### config.mk
export PLATFORM = sky130hd
export DESIGN_NAME = nmea_sentence_deframer_top
export DESIGN_NICKNAME = d
export VERILOG_FILES = /design/src/design/nsd_pkg.sv /design/src/design/nsd_datapath.sv /design/src/design/nsd_ctrl.sv /design/src/design/nmea_sentence_deframer_top.sv
export VERILOG_INCLUDE_DIRS = /design/src /design/src/design
export SDC_FILE = /design/constraint.sdc
export NUM_CORES = 1
export LEC_CHECK = 0
export BUFFER_PORTS_ARGS = -buffer_cell sky130_fd_sc_hd__buf_4
export CAP_MARGIN = 20
export CORE_ASPECT_RATIO = 0.8
export CORE_MARGIN = 2
export CORE_UTILIZATION = 30
export DETAILED_ROUTE_END_ITERATION = 10
export GPL_ROUTABILITY_DRIVEN = 1
export PLACE_DENSITY = 0.53
export SLEW_MARGIN = 20
export SYNTH_ARGS = -nofsm -noshare
export SYNTH_HDL_FRONTEND = slang
export SYNTH_SLANG_ARGS = --single-unit
### constraint.sdc
create_clock -name aclk -period 6 [get_ports aclk]
set_input_delay 0.9 -clock aclk [delete_from_list [all_inputs] [get_ports aclk]]
set_output_delay 0.9 -clock aclk [all_outputs]
set_load 0.03 [all_outputs]
### src/design/nmea_sentence_deframer_top_defines.svh
// Assertion macros shared by the sentence deframer RTL.
`ifndef NMEA_SENTENCE_DEFRAMER_TOP_DEFINES_SVH
`define NMEA_SENTENCE_DEFRAMER_TOP_DEFINES_SVH

`ifndef ASSERT_OFF
`define NSD_ASSERT_NEVER(lbl, expr, msg) \
    lbl: assert property (@(posedge aclk) disable iff (!aresetn) !(expr)) else $error(msg);
`define NSD_ASSERT_IMPLY(lbl, ante, cons, msg) \
    lbl: assert property (@(posedge aclk) disable iff (!aresetn) (ante) |-> (cons)) \
        else $error(msg);
`define NSD_ASSERT_NEXT(lbl, ante, cons, msg) \
    lbl: assert property (@(posedge aclk) disable iff (!aresetn) (ante) |=> (cons)) \
        else $error(msg);
`else
`define NSD_ASSERT_NEVER(lbl, expr, msg)
`define NSD_ASSERT_IMPLY(lbl, ante, cons, msg)
`define NSD_ASSERT_NEXT(lbl, ante, cons, msg)
`endif

`endif

### src/design/nsd_pkg.sv
// Shared constants, types and helpers of the sentence deframer.
`default_nettype none

package nsd_pkg;

    localparam int BUFFER_LENGTH = 64;
    localparam int STORE_DEPTH   = 64;
    localparam int ADDR_W        = $clog2(STORE_DEPTH);
    localparam int COUNT_W       = 7;

    localparam logic [7:0] CHAR_DOLLAR  = 8'h24;
    localparam logic [7:0] CHAR_STAR    = 8'h2A;
    localparam logic [7:0] CHAR_ZERO    = 8'h30;
    localparam logic [7:0] CHAR_NINE    = 8'h39;
    localparam logic [7:0] CHAR_UPPER_A = 8'h41;
    localparam logic [7:0] CHAR_UPPER_F = 8'h46;
    localparam logic [7:0] CHAR_LOWER_A = 8'h61;
    localparam logic [7:0] CHAR_LOWER_F = 8'h66;
    localparam logic [7:0] DIGIT_TEN    = 8'd10;

    localparam logic [1:0] STATUS_OK       = 2'd0;
    localparam logic [1:0] STATUS_CHECKSUM = 2'd1;
    localparam logic [1:0] STATUS_OVERFLOW = 2'd2;

    localparam logic [1:0] PREFIX_RESET = 2'd2;

    // Controller to datapath.
    typedef struct packed {
        logic accept;
        logic rd_en;
        logic load_byte;
        logic load_flag;
    } cmd_t;

    // Datapath to controller.
    typedef struct packed {
        logic ev_done;
        logic ev_ovf;
        logic done_len_zero;
        logic out_free;
        logic last_byte;
    } sts_t;

    // Returns {invalid, nibble}.
    function automatic logic [4:0] hex_value(input logic [7:0] ch);
        logic [7:0] v;
        logic       bad;
        v   = 8'd0;
        bad = 1'b0;
        if (ch >= CHAR_ZERO && ch <= CHAR_NINE) begin
            v = ch - CHAR_ZERO;
        end else if (ch >= CHAR_UPPER_A && ch <= CHAR_UPPER_F) begin
            v = ch - CHAR_UPPER_A + DIGIT_TEN;
        end else if (ch >= CHAR_LOWER_A && ch <= CHAR_LOWER_F) begin
            v = ch - CHAR_LOWER_A + DIGIT_TEN;
        end else begin
            bad = 1'b1;
        end
        return {bad, v[3:0]};
    endfunction

endpackage

`default_nettype wire

### src/design/nsd_datapath.sv
// Datapath: phase tracking, checksum, sentence store and output register.
`default_nettype none

module nsd_datapath (
    input  wire logic                          aclk,
    input  wire logic                          aresetn,
    input  wire logic                          cfg_valid,
    input  wire logic [1:0]                    cfg_data,
    input  wire logic [7:0]                    s_char_in,
    input  wire logic                          m_ready,
    input  wire nsd_pkg::cmd_t                 cmd,
    output nsd_pkg::sts_t                      sts,
    output logic                               m_valid,
    output logic [7:0]                         m_payload_byte,
    output logic                               m_has_byte,
    output logic                               m_last,
    output logic [1:0]                         m_status,
    output logic [nsd_pkg::COUNT_W-1:0]        m_payload_length
);

    typedef enum logic [3:0] {
        PH_HUNT = 4'b0001,
        PH_BODY = 4'b0010,
        PH_DIG1 = 4'b0100,
        PH_DIG2 = 4'b1000
    } phase_t;

    localparam int CW = nsd_pkg::COUNT_W;
    localparam int AW = nsd_pkg::ADDR_W;

    phase_t          phase_reg, phase_next;
    logic [7:0]      xor_reg, xor_next;
    logic [3:0]      nibble_reg, nibble_next;
    logic            bad_reg, bad_next;
    logic [CW-1:0]   stored_count_reg, stored_count_next;
    logic [CW-1:0]   char_count_reg, char_count_next;
    logic [1:0]      prefix_reg;
    logic [1:0]      st_reg, st_next;
    logic [CW-1:0]   len_reg, len_next;
    logic [AW-1:0]   rd_idx_reg, rd_idx_next;
    logic [CW-1:0]   emit_cnt_reg, emit_cnt_next;
    logic [7:0]      rd_data_reg;
    logic            m_valid_reg, m_valid_next;
    logic [7:0]      out_byte_reg;
    logic            out_has_reg;
    logic            out_last_reg;
    logic [1:0]      out_st_reg;
    logic [CW-1:0]   out_len_reg;
    logic [7:0]      store_mem [nsd_pkg::STORE_DEPTH];

    logic [4:0]      hex;
    logic [7:0]      rx_sum;
    logic [CW-1:0]   cnt_inc;
    logic [CW-1:0]   done_len;
    logic            wr_en;
    logic            out_load;
    logic            mid_ok;
    logic            store_over;

    // Status to ctrl uses registers only; out_free also follows m_ready.
    always_comb begin
        hex      = nsd_pkg::hex_value(s_char_in);
        rx_sum   = {nibble_reg, hex[3:0]};
        cnt_inc  = char_count_reg + CW'(1);
        done_len = (stored_count_reg > {{(CW-2){1'b0}}, prefix_reg})
                 ? stored_count_reg - {{(CW-2){1'b0}}, prefix_reg} : '0;

        sts.ev_done       = (phase_reg == PH_DIG2);
        sts.ev_ovf        = (phase_reg != PH_DIG2) && (cnt_inc >= CW'(nsd_pkg::BUFFER_LENGTH));
        sts.done_len_zero = (done_len == '0);
        sts.out_free      = !m_valid_reg || m_ready;
        sts.last_byte     = (emit_cnt_reg + CW'(1)) == len_reg;
    end

    assign out_load = cmd.load_byte || cmd.load_flag;

    always_comb begin
        phase_next        = phase_reg;
        xor_next          = xor_reg;
        nibble_next       = nibble_reg;
        bad_next          = bad_reg;
        stored_count_next = stored_count_reg;
        char_count_next   = char_count_reg;
        st_next           = st_reg;
        len_next          = len_reg;
        rd_idx_next       = rd_idx_reg;
        emit_cnt_next     = emit_cnt_reg;
        wr_en             = 1'b0;

        if (cmd.accept) begin
            if (sts.ev_done) begin
                st_next = (bad_reg || hex[4] || rx_sum != xor_reg)
                        ? nsd_pkg::STATUS_CHECKSUM : nsd_pkg::STATUS_OK;
                len_next        = done_len;
                rd_idx_next     = {{(AW-2){1'b0}}, prefix_reg};
                emit_cnt_next   = '0;
                phase_next      = PH_HUNT;
                char_count_next = '0;
            end else if (sts.ev_ovf) begin
                st_next         = nsd_pkg::STATUS_OVERFLOW;
                len_next        = '0;
                phase_next      = PH_HUNT;
                char_count_next = '0;
            end else begin
                char_count_next = cnt_inc;
                case (phase_reg)
                    PH_HUNT: begin
                        if (s_char_in == nsd_pkg::CHAR_DOLLAR) begin
                            phase_next        = PH_BODY;
                            xor_next          = 8'd0;
                            stored_count_next = '0;
                        end
                    end
                    PH_BODY: begin
                        if (s_char_in == nsd_pkg::CHAR_STAR) begin
                            phase_next = PH_DIG1;
                        end else begin
                            xor_next = xor_reg ^ s_char_in;
                            if (stored_count_reg < CW'(nsd_pkg::STORE_DEPTH)) begin
                                wr_en             = 1'b1;
                                stored_count_next = stored_count_reg + CW'(1);
                            end
                        end
                    end
                    default: begin
                        bad_next    = hex[4];
                        nibble_next = hex[3:0];
                        phase_next  = PH_DIG2;
                    end
                endcase
            end
        end

        // Advance the read pointer as each byte leaves.
        if (cmd.load_byte) begin
            rd_idx_next   = rd_idx_reg + AW'(1);
            emit_cnt_next = emit_cnt_reg + CW'(1);
        end

        m_valid_next = m_valid_reg;
        if (out_load) begin
            m_valid_next = 1'b1;
        end else if (m_ready) begin
            m_valid_next = 1'b0;
        end
    end

    always_ff @(posedge aclk) begin
        if (!aresetn) begin
            phase_reg        <= PH_HUNT;
            xor_reg          <= 8'd0;
            nibble_reg       <= 4'd0;
            bad_reg          <= 1'b0;
            stored_count_reg <= '0;
            char_count_reg   <= '0;
            prefix_reg       <= nsd_pkg::PREFIX_RESET;
            m_valid_reg      <= 1'b0;
        end else begin
            phase_reg        <= phase_next;
            xor_reg          <= xor_next;
            nibble_reg       <= nibble_next;
            bad_reg          <= bad_next;
            stored_count_reg <= stored_count_next;
            char_count_reg   <= char_count_next;
            m_valid_reg      <= m_valid_next;
            if (cfg_valid) begin
                prefix_reg <= cfg_data;
            end
        end
    end

    always_ff @(posedge aclk) begin
        st_reg       <= st_next;
        len_reg      <= len_next;
        rd_idx_reg   <= rd_idx_next;
        emit_cnt_reg <= emit_cnt_next;
        if (cmd.load_byte) begin
            out_byte_reg <= rd_data_reg;
            out_has_reg  <= 1'b1;
            out_last_reg <= sts.last_byte;
            out_st_reg   <= sts.last_byte ? st_reg : nsd_pkg::STATUS_OK;
            out_len_reg  <= sts.last_byte ? len_reg : '0;
        end else if (cmd.load_flag) begin
            out_byte_reg <= 8'd0;
            out_has_reg  <= 1'b0;
            out_last_reg <= 1'b1;
            out_st_reg   <= st_reg;
            out_len_reg  <= '0;
        end
    end

    // Sentence store: one write port, one registered read port.
    always_ff @(posedge aclk) begin
        if (wr_en) begin
            store_mem[stored_count_reg[AW-1:0]] <= s_char_in;
        end
        if (cmd.rd_en) begin
            rd_data_reg <= store_mem[rd_idx_reg];
        end
    end

    assign m_valid          = m_valid_reg;
    assign m_payload_byte   = out_byte_reg;
    assign m_has_byte       = out_has_reg;
    assign m_last           = out_last_reg;
    assign m_status         = out_st_reg;
    assign m_payload_length = out_len_reg;

    assign mid_ok     = out_has_reg && (out_st_reg == nsd_pkg::STATUS_OK) && (out_len_reg == '0);
    assign store_over = (stored_count_reg >= CW'(nsd_pkg::BUFFER_LENGTH));

    `include "nmea_sentence_deframer_top_defines.svh"

    `NSD_ASSERT_NEVER(a_no_overwrite, out_load && m_valid_reg && !m_ready, "result overwritten")
    `NSD_ASSERT_IMPLY(a_mid_clear, m_valid_reg && !out_last_reg, mid_ok, "mid result fields set")
    `NSD_ASSERT_NEVER(a_store_bound, store_over, "stored count reached buffer length")

endmodule

`default_nettype wire

### src/design/nsd_ctrl.sv
// Controller: accepts characters and sequences the result burst.
`default_nettype none

module nsd_ctrl (
    input  wire logic          aclk,
    input  wire logic          aresetn,
    input  wire logic          s_valid,
    output logic               s_ready,
    input  wire nsd_pkg::sts_t sts,
    output nsd_pkg::cmd_t      cmd
);

    typedef enum logic [3:0] {
        ST_IDLE = 4'b0001,
        ST_READ = 4'b0010,
        ST_EMIT = 4'b0100,
        ST_FLAG = 4'b1000
    } state_t;

    state_t state_reg, state_next;
    logic   accept;

    always_comb begin
        s_ready       = (state_reg == ST_IDLE);
        accept        = s_valid && s_ready;
        cmd.accept    = accept;
        cmd.rd_en     = 1'b0;
        cmd.load_byte = 1'b0;
        cmd.load_flag = 1'b0;
        state_next    = state_reg;
        case (state_reg)
            ST_IDLE: begin
                if (accept) begin
                    if (sts.ev_ovf || (sts.ev_done && sts.done_len_zero)) begin
                        state_next = ST_FLAG;
                    end else if (sts.ev_done) begin
                        state_next = ST_READ;
                    end
                end
            end
            ST_READ: begin
                cmd.rd_en  = 1'b1;
                state_next = ST_EMIT;
            end
            ST_EMIT: begin
                if (sts.out_free) begin
                    cmd.load_byte = 1'b1;
                    state_next    = sts.last_byte ? ST_IDLE : ST_READ;
                end
            end
            ST_FLAG: begin
                if (sts.out_free) begin
                    cmd.load_flag = 1'b1;
                    state_next    = ST_IDLE;
                end
            end
            default: begin
                state_next = ST_IDLE;
            end
        endcase
    end

    always_ff @(posedge aclk) begin
        if (!aresetn) begin
            state_reg <= ST_IDLE;
        end else begin
            state_reg <= state_next;
        end
    end

    `include "nmea_sentence_deframer_top_defines.svh"

    `NSD_ASSERT_NEXT(a_done_leaves_idle, accept && sts.ev_done, state_reg != ST_IDLE, "completed sentence did not start emission")
    `NSD_ASSERT_IMPLY(a_read_then_emit, state_reg == ST_READ, state_next == ST_EMIT, "store read not followed by emit")

endmodule

`default_nettype wire

### src/design/nmea_sentence_deframer_top.sv
// Top level of the NMEA sentence deframer.
// Usage:
//   s_* channel: one received character per request (s_char_in). Characters
//     are dropped until '$'; the body up to '*' is stored and XORed, then two
//     hex checksum digits follow, in either case.
//   m_* channel: results. On the second checksum digit the stored body, less
//     the first prefix_skip characters, leaves one byte per request; the final
//     one has m_last set with status (ok or checksum error) and the length.
//     A sentence with no payload gives one status-only request. When the
//     character count since the last sentence reaches the buffer length, one
//     overflow request (status 2, no byte) is sent and hunting resumes.
//   cfg_* channel: writes prefix_skip (2 bits, reset 2); always ready. Write
//     it only while the block is idle.
// Sequencing: a character that yields no result leaves the block ready for
//   the next one. A burst reads each byte from the store, then loads it into
//   the output register, as the store has one read port; a status-only result
//   needs no store read. The next character is taken when the burst ends.
// Reset (aresetn low, synchronous) returns to hunting; char counts cleared.
// A stalled receiver (m_ready low) holds the output register and the burst
//   sequencer; no request is lost or repeated.
`default_nettype none

module nmea_sentence_deframer_top (
    input  wire logic       aclk,
    input  wire logic       aresetn,
    input  wire logic       cfg_valid,
    output logic            cfg_ready,
    input  wire logic [1:0] cfg_data,
    input  wire logic       s_valid,
    output logic            s_ready,
    input  wire logic [7:0] s_char_in,
    output logic            m_valid,
    input  wire logic       m_ready,
    output logic [7:0]      m_payload_byte,
    output logic            m_has_byte,
    output logic            m_last,
    output logic [1:0]      m_status,
    output logic [6:0]      m_payload_length
);

    nsd_pkg::cmd_t cmd;
    nsd_pkg::sts_t sts;

    // Configuration register is a plain flop: accept writes every cycle.
    assign cfg_ready = 1'b1;

    nsd_ctrl u_ctrl (
        .aclk    (aclk),
        .aresetn (aresetn),
        .s_valid (s_valid),
        .s_ready (s_ready),
        .sts     (sts),
        .cmd     (cmd)
    );

    nsd_datapath u_datapath (
        .aclk             (aclk),
        .aresetn          (aresetn),
        .cfg_valid        (cfg_valid),
        .cfg_data         (cfg_data),
        .s_char_in        (s_char_in),
        .m_ready          (m_ready),
        .cmd              (cmd),
        .sts              (sts),
        .m_valid          (m_valid),
        .m_payload_byte   (m_payload_byte),
        .m_has_byte       (m_has_byte),
        .m_last           (m_last),
        .m_status         (m_status),
        .m_payload_length (m_payload_length)
    );

endmodule

`default_nettype wire
# Word-level counts from Yosys, hierarchy flattened
# Memory sizes are Yosys's and may differ from the RTL's. A register that Yosys moved wholly into a read port is not among the register bits.
# Index checks and enable logic that the tools add are counted.
op_classes:
  addsub: 10
  order_cmp: 9
  eq_ne: 21
  mux: 63
  bitwise: 4
  reduce_logical: 27
ops:
  columns: ["op", "n"]
  rows:
  - ["two-way mux 7 bit", 14]
  - ["two-way mux 4 bit", 12]
  - ["two-way mux 8 bit", 4]
  - ["adder 7 x 1 -> 7 bit, second input constant", 3]
  - ["two-way mux 1 bit", 20]
  - ["two-way mux 6 bit", 3]
  - ["equality test 8 x 6 -> 1 bit, second input constant", 2]
  - ["greater-or-equal comparator 8 x 7 -> 1 bit, second input constant", 2]
  - ["<= comparator 8 x 7 -> 1 bit, second input constant", 2]
  - ["one-hot mux 4 bit (4 select lines)", 1]
  - ["one-hot mux 8 bit (2 select lines)", 1]
  - ["one-hot mux 7 bit (2 select lines)", 1]
  - ["two-way mux 2 bit", 6]
  - ["nonzero test 2 bit", 6]
  - ["subtractor 4 x 1 -> 4 bit, second input constant", 3]
  - ["adder 4 bit, second input constant", 2]
  - ["equality test 4 x 1 -> 1 bit, second input constant", 2]
  - ["equality test 4 x 2 -> 1 bit, second input constant", 2]
  - ["equality test 4 bit, second input constant", 2]
  - ["greater-or-equal comparator 8 x 6 -> 1 bit, second input constant", 1]
  - ["<= comparator 8 x 6 -> 1 bit, second input constant", 1]
  - ["!= test 4 x 3 -> 1 bit, second input constant", 2]
  - ["!= test 8 bit", 1]
  - ["one-hot mux 4 bit (2 select lines)", 1]
  - ["23 further kinds", 40]
word_totals:
  ff_bits: 79
  ramBits: 512
  in_bits: 15
  output_inout_bits: 22
  elab_cells: 153
  n_memories: 1
mem_list:
  columns: ["name", "words", "word_bits", "rd", "rd_clocked_by_memory_dff", "wr", "line_no", "text"]
  rows:
  - ["u_datapath.store_mem", 64, 8, 1, 1, 1, "nsd_datapath.sv:49", "logic [7:0] store_mem [nsd_pkg::STORE_DEPTH];"]

# Logic depth before layout (Yosys ltp)
depth:
  depth_word: 9
  depth_mapped: 11
  mapped_depth_nobuf: 9

# By module
# Synthesis repeated with hierarchy kept, for this count alone.
hier_totals:
  hier_cells: 1345
  area_unflattened_um2: 24159.4
modules_own_cells:
  columns: ["mod", "instances", "cells_each", "area_per_inst_um2", "seq_area_each_um2"]
  rows:
  - ["nsd_datapath", 1, 1312, 23869.1, 17516.8]
  - ["nsd_ctrl", 1, 31, 279.0, 80.1]
  - ["nmea_sentence_deframer_top", 1, 2, 11.3, 0.0]

# Worst setup path before layout
# No wires, ideal clock.
synth_timing:
  kind: "input to register"
  startpoint: "input s_char_in[0]"
  endpoint: "memory u_datapath.store_mem[36][0] (enable)"
  setup_time_ns: 0.370
  arrival_time_ns: 2.566
  required_ns: 5.630
  path_slack_ns: 3.064
  path_stages: 7
  path_buffers: 0
  path_cell_list: "inv_1 -> ha_1 -> a31o_1 -> a2111oi_4 -> and2b_2 -> nand3b_4 -> nor2_1"
synth_between:
  elab_chain_cells: 8
synth_lines:
  columns: ["item", "line_no", "text"]
  rows:
  - ["start: declaration", "nmea_sentence_deframer_top.sv:31", "input wire logic [7:0] s_char_in,"]
  - ["equality test 8 x 6 -> 1 bit", "nsd_datapath.sv:115", "if (s_char_in == nsd_pkg::CHAR_STAR) begin"]
  - ["two-way mux 1 bit", "nsd_datapath.sv:115", null]
  - ["two-way mux 1 bit", "nsd_datapath.sv:106", "case (phase_reg)"]
  - ["two-way mux 1 bit", "nsd_datapath.sv:99", "end else if (sts.ev_ovf) begin"]
  - ["two-way mux 1 bit", "nsd_datapath.sv:91", "if (sts.ev_done) begin"]
  - ["two-way mux 1 bit", "nsd_datapath.sv:90", "if (cmd.accept) begin"]
  - ["two-way mux 1 bit", "nsd_datapath.sv:194", "if (wr_en) begin"]
  - ["two-way mux 1 bit (implied by the code)", "nsd_datapath.sv:195", "store_mem[stored_count_reg[AW-1:0]] <= s_char_in;"]
  - ["end: declaration", "nsd_datapath.sv:49", null]
# No other way between the ends.

# Worst setup path in the final report
layout_timing:
  startpoint: "input s_char_in[3]"
  endpoint: "memory u_datapath.store_mem[56][7] (enable)"
# Same word-level chain as after synthesis.

==> impl_metrics.toml <==
[floorplan]
initial_core_util_pct = 30.4
io_pins = 37
coreArea_sq_um = 80800
die_h_um = 260
die-area_sq_um = 84100
rows = 93
die_w_um = 324

[global_route]
grt_usage_pct = 15.3
grt_pass1_wl_mm = 94.0
grt_max_degree = 105
grt_overflow = 0
antenna_found_initial = 2
grt_pass1_vias = 13200

[logic_synthesis]
synth_fp_nets = 1462
netlist_instances = 1436
seq_area_frac_synth_pct = 71.7
ys_ff_latch = 599
ys.warnings.count = 0
ys_types = 74
synth_edf_count = 560
syn_area_sq_um = 24500
ys_async_sr_fraction_pct = 0
postSynthAreaPerCell_sq_um = 17.1
ys.flop_type = "edfxtp_1"

[sta]
hold_viol_final = 0
hold_slack_ns = 0.462
fin_tns_setup_ns = 0
max_freq_ghz = 0.267
finalWorstSetupSlack_ns = 2.26
min_period_ns = 3.74
period_share_pct = 62.3
max_slew_margin_pct = 27.5
rsz0062_at_grt = "no"
setup_viol = 0
tightest_slew_ns = 1.08
fin_skew_ns = 0.0280
finalMaxSlewViolations = 0

[clock_tree]
cts.sinks = 599
cts_tree = "yes"
postCtsHoldBufs = 0
clkLatencyLatePin_ns = 0.65
clkTransAtPathRegs_ns = 0.06
htreeDepth = 2
clockBufferDepth = 3
root_buffer = "clkbuf_16"
cts_buffers = 59
cts_resized = 0
cts_setup_buffers = 0

[routing]
wl_per_cell_um = 24.6
drc = 0
viasPerCell = 5.16
vias = 13500
drt_iter0_markers = 1284
wirelength_mm = 64.5
drtPass1Iterations = 6
drtAntennaViolNets = 0

[final_layout]
instances_no_fill = 2623
final_cell_mix = "edfxtp_1 (560), nor2_1 (120), mux4_2 (90), mux2i_1 (90), clkbuf_16 (59)"
fillers = 7649
area_growth_pct = 14.1
final_common_cell = "edfxtp_1"
largest_reg_flops = 512
final_nets = 1507
drive_gt1_share_pct = 18.4
antennaDiodeCount = 0

[worst_setup_path]
cp.arrival_ns = 4.00
startpoint_type = "primary input"
max_stage_delay_ns = 0.75
reg2regPathDepth = 5
crit_slowest_cell = "nor2_1"
crit_required_ns = 6.26
critPathCaptureType = "register"
crit_fanout = 73
crit_chain = "buf_4 -> nor2b_1 -> a31o_1 -> a2111oi_4 -> nand4_1 -> nor2_1"
criticalPathCategory = "primary input to register"

[placement]
pre_cts_ws_ns = 1.61
gp_congestion = 0.853
dp_hpwl_mm = 41.0
io_buffers = 35
dp_cells = 2512

[run]
maxCapViolations = 0

[hold_path]
min_path_type = "register to register"
hold_depth = 2

[pwr]
power_density_nw_per_um2 = 326
p_leak_nw = 9.20
ir_worst_vdd_mv = 0.211

[run_status]
status = "finished, final reports clean"
Yosys cell counts, drive strengths merged, types with 18 or more instances:
master    n  area, sq um
a21oi    35          175
a22oi    39          293
buf      39          218
clkbuf   35          131
dfxtp    39          781
edfxtp  560        16800
inv      18         67.6
mux2i    90          901
mux4     90         2030
nand2    52          198
nand3    28          153
nor2    121          454
o21ai    25          125
xor2     26          228
report_power, final:
| group | switching [W] | total [W] | leakage, nW | internal (W) |
|---|---|---|---|---|
| combinational | 0.000451 | 0.000689 | 2.87 | 0.000237 |
| clock | 0.00163 | 0.00375 | 0.959 | 0.00212 |
| sequential | 0.0000544 | 0.00467 | 5.37 | 0.00462 |
final cells by class:
cell class / count / area [sq um] / share of cell area (%)
repair buffers: 58 / 448 / 1.60
inverters: 19 / 71.3 / 0.255
clock buffers: 65 / 1510 / 5.39
multi-input cells: 744 / 6550 / 23.4
well taps: 1092 / 1370 / 4.88
flip-flops and latches: 599 / 17600 / 62.9
clock inverters: 46 / 440 / 1.57
worst paths after layout:
check / from / to / slack, ns
worst max-delay path: s_char_in[3] / u_datapath.store_mem[56][7] / 2.26
worst min-delay path: u_datapath.m_has_byte / u_datapath.m_has_byte / 0.46
worst max register to register: u_ctrl.state_reg[0] / u_datapath.store_mem[56][7] / 2.27
worst min register to register: u_datapath.m_has_byte / u_datapath.m_has_byte / 0.46
per-layer routing:
metal  GRT usage (%)  part of all wire (%)  up-vias
li1                -                     -     5812
met1            22.7                    46     7089
met2            22.8                    44      540
met3            2.87                   7.3       93
met4            4.41                   2.5        0
met5               0                     0        -
through the flow:
step	cell area (sq um)	util, %	total power (W)
final	28000	34.7	0.00911
after global routing	28000	34.7	0.00942
after CTS	28000	34.6	0.00917
after detailed placement	26000	32.2	0.00544
after global placement	26000	32.2	0.00544
after floorplan	24500	-	0.00519
logic make-up (layout without fill, tap and decap cells):
kind of cell	after synthesis	after routing	synth area share, %
DFF	599	599	71.7
muxes	194	194	12.6
xor gates and xnor gates	42	42	1.68
adders and majority gates	11	11	0.592
other	1	1	0.0153
and+or+nand+nor	327	327	6.92
AOI/OAI and AO/OA	169	169	4.78
buffers and inverters	93	188	1.71
critical path, delay by kind of cell:
family | cells | cell delay (ns)
compound gates | 2 | 1.04
buf+inv | 1 | 0.35
simple gates | 3 | 1.65
Note: power is estimated with default switching activity, not from simulation.
